File: src/hdl/snfs_pkg.sv
package snfs_pkg;

  // Flash geometry
  localparam int SECTOR_BYTES = 4096;
  localparam int PAGE_BYTES   = 256;
  localparam int SECT_W       = $clog2(SECTOR_BYTES);
  localparam int PAGE_W       = $clog2(PAGE_BYTES);
  localparam int MAX_RES      = 4;

  // Input item kinds
  localparam logic [1:0] KIND_CMD  = 2'd0;
  localparam logic [1:0] KIND_HOST = 2'd1;
  localparam logic [1:0] KIND_SPI  = 2'd2;

  // Host commands
  localparam logic [1:0] CMD_READ  = 2'd0;
  localparam logic [1:0] CMD_WRITE = 2'd1;
  localparam logic [1:0] CMD_ID    = 2'd2;

  // Result actions
  localparam logic [2:0] ACT_CSLOW  = 3'd0;
  localparam logic [2:0] ACT_CSHIGH = 3'd1;
  localparam logic [2:0] ACT_XCHG   = 3'd2;
  localparam logic [2:0] ACT_HOST   = 3'd3;
  localparam logic [2:0] ACT_REQ    = 3'd4;
  localparam logic [2:0] ACT_DONE   = 3'd5;

  // Flash opcodes
  localparam logic [7:0] OPC_READ  = 8'h03;
  localparam logic [7:0] OPC_ID    = 8'h90;
  localparam logic [7:0] OPC_WREN  = 8'h06;
  localparam logic [7:0] OPC_RDSR  = 8'h05;
  localparam logic [7:0] OPC_ERASE = 8'h20;
  localparam logic [7:0] OPC_PROG  = 8'h02;
  localparam logic [7:0] DUMMY     = 8'hFF;

  typedef struct packed {
    logic [2:0]  action;
    logic [7:0]  spi_byte;
    logic [7:0]  host_byte;
    logic [15:0] device_id;
    logic        last;
  } res_t;

endpackage

File: src/hdl/snfs_res_if.sv
interface snfs_res_if;
  logic        valid;
  logic        ready;
  logic [2:0]  action;
  logic [7:0]  spi_byte;
  logic [7:0]  host_byte;
  logic [15:0] device_id;
  logic        last;

  modport source (output valid, action, spi_byte, host_byte, device_id, last, input ready);
  modport sink (input valid, action, spi_byte, host_byte, device_id, last, output ready);
endinterface

File: src/hdl/snfs_res_queue.sv
module snfs_res_queue
  import snfs_pkg::*;
(
  input  logic       clk,
  input  logic       rst,
  input  logic       load,
  input  logic [2:0] load_cnt,
  input  res_t       load_items [MAX_RES],
  output logic       load_ready,
  snfs_res_if.source res
);

  res_t       items [MAX_RES];
  logic [2:0] cnt;
  logic [1:0] idx;
  logic       take;

  assign take       = res.valid && res.ready;
  assign load_ready = (cnt == 3'd0) || (cnt == 3'd1 && res.ready);

  // Hold up to four results of one item and hand them out in order
  always_ff @(posedge clk) begin
    if (rst) begin
      cnt <= 3'd0;
      idx <= 2'd0;
    end else if (load) begin
      cnt <= load_cnt;
      idx <= 2'd0;
    end else if (take) begin
      cnt <= cnt - 3'd1;
      idx <= idx + 2'd1;
    end
  end

  always_ff @(posedge clk) begin
    if (load) begin
      items <= load_items;
    end
  end

  assign res.valid     = (cnt != 3'd0);
  assign res.action    = items[idx].action;
  assign res.spi_byte  = items[idx].spi_byte;
  assign res.host_byte = items[idx].host_byte;
  assign res.device_id = items[idx].device_id;
  assign res.last      = items[idx].last;

endmodule

File: src/flat_wrapper.sv
// flat-port wrapper written by rule: the top's interface ports become plain ports
module snfs_res_queue_flat import snfs_pkg::*;
  (clk, rst, load, load_cnt, load_items, load_ready, res_valid, res_action, res_spi_byte, res_host_byte, res_device_id, res_last, res_ready);
  snfs_res_if res_i ();
  input  logic clk;
  input  logic rst;
  input  logic load;
  input  logic [2:0] load_cnt;
  input  res_t load_items[MAX_RES];
  output logic load_ready;
  output wire logic [$bits(res_i.valid)-1:0] res_valid;
  output wire logic [$bits(res_i.action)-1:0] res_action;
  output wire logic [$bits(res_i.spi_byte)-1:0] res_spi_byte;
  output wire logic [$bits(res_i.host_byte)-1:0] res_host_byte;
  output wire logic [$bits(res_i.device_id)-1:0] res_device_id;
  output wire logic [$bits(res_i.last)-1:0] res_last;
  input wire logic [$bits(res_i.ready)-1:0] res_ready;
  assign res_valid = res_i.valid;
  assign res_action = res_i.action;
  assign res_spi_byte = res_i.spi_byte;
  assign res_host_byte = res_i.host_byte;
  assign res_device_id = res_i.device_id;
  assign res_last = res_i.last;
  assign res_i.ready = res_ready;
  snfs_res_queue u_core (.clk(clk), .rst(rst), .load(load), .load_cnt(load_cnt), .load_items(load_items), .load_ready(load_ready), .res(res_i));
endmodule
File: config.mk
export PLATFORM = sky130hd
export DESIGN_NAME = snfs_res_queue_flat
export DESIGN_NICKNAME = d
export VERILOG_FILES = /design/src/hdl/snfs_pkg.sv /design/src/hdl/snfs_res_if.sv /design/src/hdl/snfs_res_queue.sv /design/src/flat_wrapper.sv
export SDC_FILE = /design/constraint.sdc
export NUM_CORES = 1
export LEC_CHECK = 0
export ABC_AREA = 1
export BUFFER_PORTS_ARGS = -buffer_cell sky130_fd_sc_hd__buf_2
export CELL_PAD_IN_SITES_DETAIL_PLACEMENT = 1
export CELL_PAD_IN_SITES_GLOBAL_PLACEMENT = 1
export CORE_MARGIN = 2
export CORE_UTILIZATION = 45
export CTS_BUF_LIST = sky130_fd_sc_hd__clkbuf_4 sky130_fd_sc_hd__clkbuf_8
export CTS_CLUSTER_DIAMETER = 30
export DETAILED_ROUTE_END_ITERATION = 10
export GPL_ROUTABILITY_DRIVEN = 0
export PLACE_DENSITY_LB_ADDON = 0.1
export RECOVER_POWER = 25
export SLEW_MARGIN = 20
export SYNTH_ARGS = -nofsm -noshare
export SYNTH_HDL_FRONTEND = slang
export SYNTH_SLANG_ARGS = --single-unit
File: constraint.sdc
create_clock -name clk -period 2 [get_ports clk]
set_clock_uncertainty 0.1 [all_clocks]
set_input_delay 0.2 -clock clk [delete_from_list [all_inputs] [get_ports clk]]
set_output_delay 0.2 -clock clk [all_outputs]
set_load 0.03 [all_outputs]
Word-level counts from Yosys, hierarchy flattened. Cells that the tools add are included.

Output and inout port bits: 38. Bits of input ports: 151. Register bits after elaboration: 149.

Equality and inequality tests: 1. Mux-type cells: 5. $add $sub $neg: 2. Magnitude comparators: 1. Bitwise gates (word level): 1. Reduce and logical (&&, ||, !) cells: 7.

Operators by type and width (number): $bmux 36 s2 (1); $mux 36 (2); $mux 3 (2); $eq 3x1->1 const B (1); $ge 3x3->1 const B (1); $logic_not 3->1 (1); $not 2->3 (1); $reduce_bool 3->1 (1); $sub 3x1->3 const B (1); $add 2x1->2 const B (1); $logic_and 1x1->1 (2); $reduce_bool 2->1 (1); $reduce_or 2->1 (1); $logic_or 1x1->1 (1).

Longest topological paths before layout.
Depth in word-level cells: 4. Gate-level depth with buffers: 8. Mapped depth without buffers: 8.

Least setup slack after synthesis. OpenSTA, ideal clock, no wires.

Kind: reg2out. Start: register u_core.idx[1]. End: output port res_device_id[10]. Cell stages (with the launch flop): 7. Data required time: 1700 ps. Setup slack: 462 ps. Data arrival time: 1238 ps. Cells stage by stage: dfxtp_1 buf_6 inv_2 buf_6 buf_4 o21ai_1 o22ai_1.

Word-level cells in the longest chain between the ends: 4.

Ends and longest elaborated chain: from (decl) (line snfs_res_queue.sv:15) `logic [1:0] idx;`; from (signal assigned) (line snfs_res_queue.sv:31) `idx <= idx + 2'd1;`; $not 2->3 (not written as such) (line snfs_res_queue.sv:45) `assign res.device_id = items[idx].device_id;`; $bmux 36 s2 (line snfs_res_queue.sv:45); $mux 36 (2 in a row); to (decl) (line flat_wrapper.sv:15) `output wire logic [$bits(res_i.device_id)-1:0] res_device_id;`.

Every way passes these cells. The select of a mux whose other input is x is not followed.

Final worst setup path.
Start: register u_core.idx[0]. End: output port res_spi_byte[0].

Word-level cells in the longest chain between the ends: 4.

Ends and longest elaborated chain: $not 2->3 (not written as such) (line snfs_res_queue.sv:43) `assign res.spi_byte = items[idx].spi_byte;`; $bmux 36 s2 (line snfs_res_queue.sv:43); $mux 36 (2 in a row); to (decl) (line flat_wrapper.sv:13) `output wire logic [$bits(res_i.spi_byte)-1:0] res_spi_byte;`.

Every way passes these cells. The select of a mux whose other input is x is not followed.

==> metrics.yaml <==
run_status: "finished with violations"
failed_checks: "negative setup slack"
leakage_nw: 3.58
cts.sink_count: 149
cp_data_required_time_ns: 1.70
min_period_over_period_pct: 104
syn_area_um2: 5690
drt_drc: 0
post_drt_wl_per_cell_um: 25.5
finalWirelength_um: 23700
cp.arrival_ns: 1.77
setup.worst_path.end_class: "primary output"
largest_stage_delay_on_the_critical_path_ns: 0.46
rsz0062_at_grt: "yes"
via_count_of_the_first_global_routing_pass: 5673
numPortBuffers: 188
syn-mean-instance-area_um2: 14.4
post-synth-top-area-cell: "sky130_fd_sc_hd__edfxtp_1"
relSlewSlack_pct: 20.4
finalNonFillerCells: 930
maximum_number_of_pins_on_one_net_before_global_route_repair: 61
power_per_cell_area_nw_per_um2: 809
die_w_um: 116
synth_warnings: 0
power.internal_mw: 5.32
number_of_buffer_and_inverter_instances_along_the_worst_setup_path: 3
start_util_pct: 45.6
timing.critical_path.cells: "buf_12, buf_12, o21ai_0, o22ai_1, buf_4"
seqCellArea_um2: 4430
final_core_utilization_pct: 71.6
grt_util_all_layers_pct: 31.6
number_of_register_bits_inferred_by_synthesis: 149
crit_family: "buffers and inverters"
timing_hold_violations_final: 0
tightest_slew_ns: 1.19
synth.top_cells.by_area: "sky130_fd_sc_hd__edfxtp_1, sky130_fd_sc_hd__nor2_1, sky130_fd_sc_hd__o22ai_1, sky130_fd_sc_hd__o21ai_0, sky130_fd_sc_hd__o21ai_1"
chipHeight_um: 116
ir_drop_mv: 0.497
upper_clock_frequency_limit_ghz: 0.482
synth_top_area_share_pct: 76.0
total_die_area_um2: 13600
num_vias: 5140
hp-start: "load_cnt[2]"
syn_to_final_growth_pct: 56.8
cts_max_level: 4
clockRootBuffer: "sky130_fd_sc_hd__clkbuf_8"
design.final.nets: 900
multi_input_area_um2: 1070
r2r_slack_ns: 0.35
globalRouteOverflowTotal: 0
post_synth_num_cell_types: 19
type_of_the_worst_setup_path: "reg2out"
first_pass_grt_wire_length_um: 30500
drt_pre_antenna_iters: 5
hold_path_class: "in2reg"
netSwitchingFraction_pct: 26.3
dpl.cell_count: 743
floorplan.rows: 41
cts_made_buffers: 17
setup_viol: 9
postSynthNetCount: 548
synthesis.instances: 394
cpMostUsedCell: "sky130_fd_sc_hd__buf_12"
power.share.sequential_pct: 52.7
antenna_found_initial: 2
sequential_element_share_of_the_synthesized_area_pct: 77.8
clock_power_share_pct: 31.2
timing.critical_path.slowest_stage_cell: "sky130_fd_sc_hd__dfxtp_4"
detail-route-antenna-nets: 0
fin_hold_ws_ns: 0.0470
regToRegStartpoint: "u_core.cnt[0]"
clk_transition_reported_paths_ns: 0.07
r2r.worst_path.cells: 6
insertion_delay_ns: 0.44
timing.critical_path.fanout_max: 7
power_switching_mw: 1.89
endpoint_worst_hold: "u_core.cnt[2]"
final_period_minus_worst_setup_slack_ns: 2.07
share_of_post_route_cells_with_drive_strength_above_1_pct: 32.4
pwr-share-comb_pct: 16.1
cap_violations: 0
finalWorstSetupSlack_ns: -0.0730
io_pins: 189
final.fill_count: 1232
drt-vias-per-instance: 5.53
regToRegEndpoint: "u_core.idx[1]"
ctsLongestPathBuffers: 2
design.core.area_um2: 12500
cts_tree: "yes"
min_delay_path_depth: 5
initialDrtViolationCount: 406
crit_path_start_kind: "register"
timing_max_transition_violations_final: 0
detailed_place_hpwl_um: 9750
==> state kept, by name (all words and copies together) (netlist names) <==
register      flops
u_core.idx        2
u_core.cnt        3
u_core.items    144
==> worst max path at each step <==
stage,start,to,slack (ns),cells after the start
2_1_floorplan,u_core.idx[1],res_device_id[10],0.46,6
3_3_place_gp,u_core.idx[0],res_spi_byte[7],0.39,5
3_5_place_dp,u_core.idx[0],res_device_id[9],0.36,5
4_1_cts,u_core.idx[0],res_device_id[13],-0.04,4
5_1_grt,u_core.idx[0],res_spi_byte[0],-0.12,5
6_report,u_core.idx[0],res_spi_byte[0],-0.07,5
==> tightest hold or removal path, stage by stage <==
cell                      delay, ns
sky130_fd_sc_hd__buf_2         0.09
sky130_fd_sc_hd__nand2_1       0.07
sky130_fd_sc_hd__nand2_1       0.06
sky130_fd_sc_hd__nand2_1       0.06
sky130_fd_sc_hd__a21oi_1       0.06
==> final cells by class <==
class                           instances  share of cell area, %
Clock inverter                          9                  0.996
Timing Repair inverter                  1                  0.126
Sequential cell                       149                   49.6
Clock buffer                           20                   2.88
Tap cell                              172                   2.41
Multi-Input combinational cell        214                   12.0
Timing Repair Buffer                  355                   31.3
Inverter                                8                  0.505
Antenna cell                            2                 0.0561
==> cell usage after synthesis <==
cell type / n
sky130_fd_sc_hd__edfxtp_1: 144
sky130_fd_sc_hd__nor2_1: 74
sky130_fd_sc_hd__o21ai_0: 40
sky130_fd_sc_hd__o21ai_1: 36
sky130_fd_sc_hd__o22ai_1: 36
sky130_fd_sc_hd__nand2_1: 14
sky130_fd_sc_hd__buf_6: 11
sky130_fd_sc_hd__buf_4: 5
sky130_fd_sc_hd__dfxtp_1: 5
sky130_fd_sc_hd__inv_1: 5
sky130_fd_sc_hd__nand3_1: 5
sky130_fd_sc_hd__a21oi_1: 4
sky130_fd_sc_hd__buf_2: 4
sky130_fd_sc_hd__clkbuf_1: 3
sky130_fd_sc_hd__ha_1: 3
sky130_fd_sc_hd__inv_2: 2
sky130_fd_sc_hd__a21boi_2: 1
sky130_fd_sc_hd__inv_6: 1
sky130_fd_sc_hd__nand2_2: 1
==> repair_timing <==
action,4_1_cts,5_1_grt
setup buffers,2,4
hold buffers,145,0
pin swaps,0,6
resized for setup,18,52
cloned,2,3
endpoints found under the hold margin,149,0
endpoints found under the setup margin,32,34
==> layout by cell type (no fill, tap or decap), types with 2 or more instances in the layout <==
master,n
sky130_fd_sc_hd__buf_2,155
sky130_fd_sc_hd__dlygate4sd3_1,145
sky130_fd_sc_hd__edfxtp_1,144
sky130_fd_sc_hd__nor2_1,71
sky130_fd_sc_hd__o21ai_1,42
sky130_fd_sc_hd__o21ai_0,34
sky130_fd_sc_hd__buf_4,32
sky130_fd_sc_hd__o22ai_1,31
sky130_fd_sc_hd__clkbuf_8,17
sky130_fd_sc_hd__nand2_1,14
sky130_fd_sc_hd__buf_12,9
sky130_fd_sc_hd__o22ai_2,5
sky130_fd_sc_hd__inv_1,5
sky130_fd_sc_hd__nand3_1,5
sky130_fd_sc_hd__clkinv_1,5
sky130_fd_sc_hd__clkbuf_4,5
sky130_fd_sc_hd__a21oi_1,4
sky130_fd_sc_hd__clkbuf_1,4
sky130_fd_sc_hd__nor2_2,3
sky130_fd_sc_hd__ha_1,3
sky130_fd_sc_hd__dfxtp_1,3
sky130_fd_sc_hd__diode_2,2
sky130_fd_sc_hd__clkinv_2,2
sky130_fd_sc_hd__bufinv_16,2
sky130_fd_sc_hd__clkbuf_16,2
sky130_fd_sc_hd__clkbuf_2,2
==> per-layer routing <==
metal	routed length, µm	track usage [%]
met1	8420	33.1
met2	12300	56.7
met3	1530	7.84
met4	1460	19.5
met5	0	0
==> kinds of logic after synthesis <==
family          count (synthesis)  synth area share [%]
flops                         149                  77.8
compound gates                117                  11.2
simple gates                   94                  6.36
buf+inv                        31                  4.00
fa+ha+maj                       3                 0.660
==> metrics by stage <==
| stage | power [mW] | TNS, ns | area [µm²] | setup WS (ns) |
|---|---|---|---|---|
| 2_1_floorplan | 4.21 | 0 | 5690 | 0.462 |
| 3_3_place_gp | 4.55 | 0 | 6810 | 0.389 |
| 3_5_place_dp | 4.59 | 0 | 6810 | 0.356 |
| 4_1_cts | 6.95 | -0.0960 | 8700 | -0.0396 |
| 5_1_grt | 7.40 | -1.05 | 8920 | -0.120 |
| 6_report | 7.21 | -0.300 | 8920 | -0.0730 |
==> power by group through the flow <==
stage / logic, mW / clock network, mW / registers [mW]
floorplan: 0.404 / 0 / 3.81
global placement: 0.729 / 0 / 3.82
detailed placement: 0.757 / 0 / 3.83
CTS: 1.02 / 2.17 / 3.77
global route: 1.22 / 2.36 / 3.81
finish: 1.16 / 2.25 / 3.80
Power figures use the tool's default switching activity.
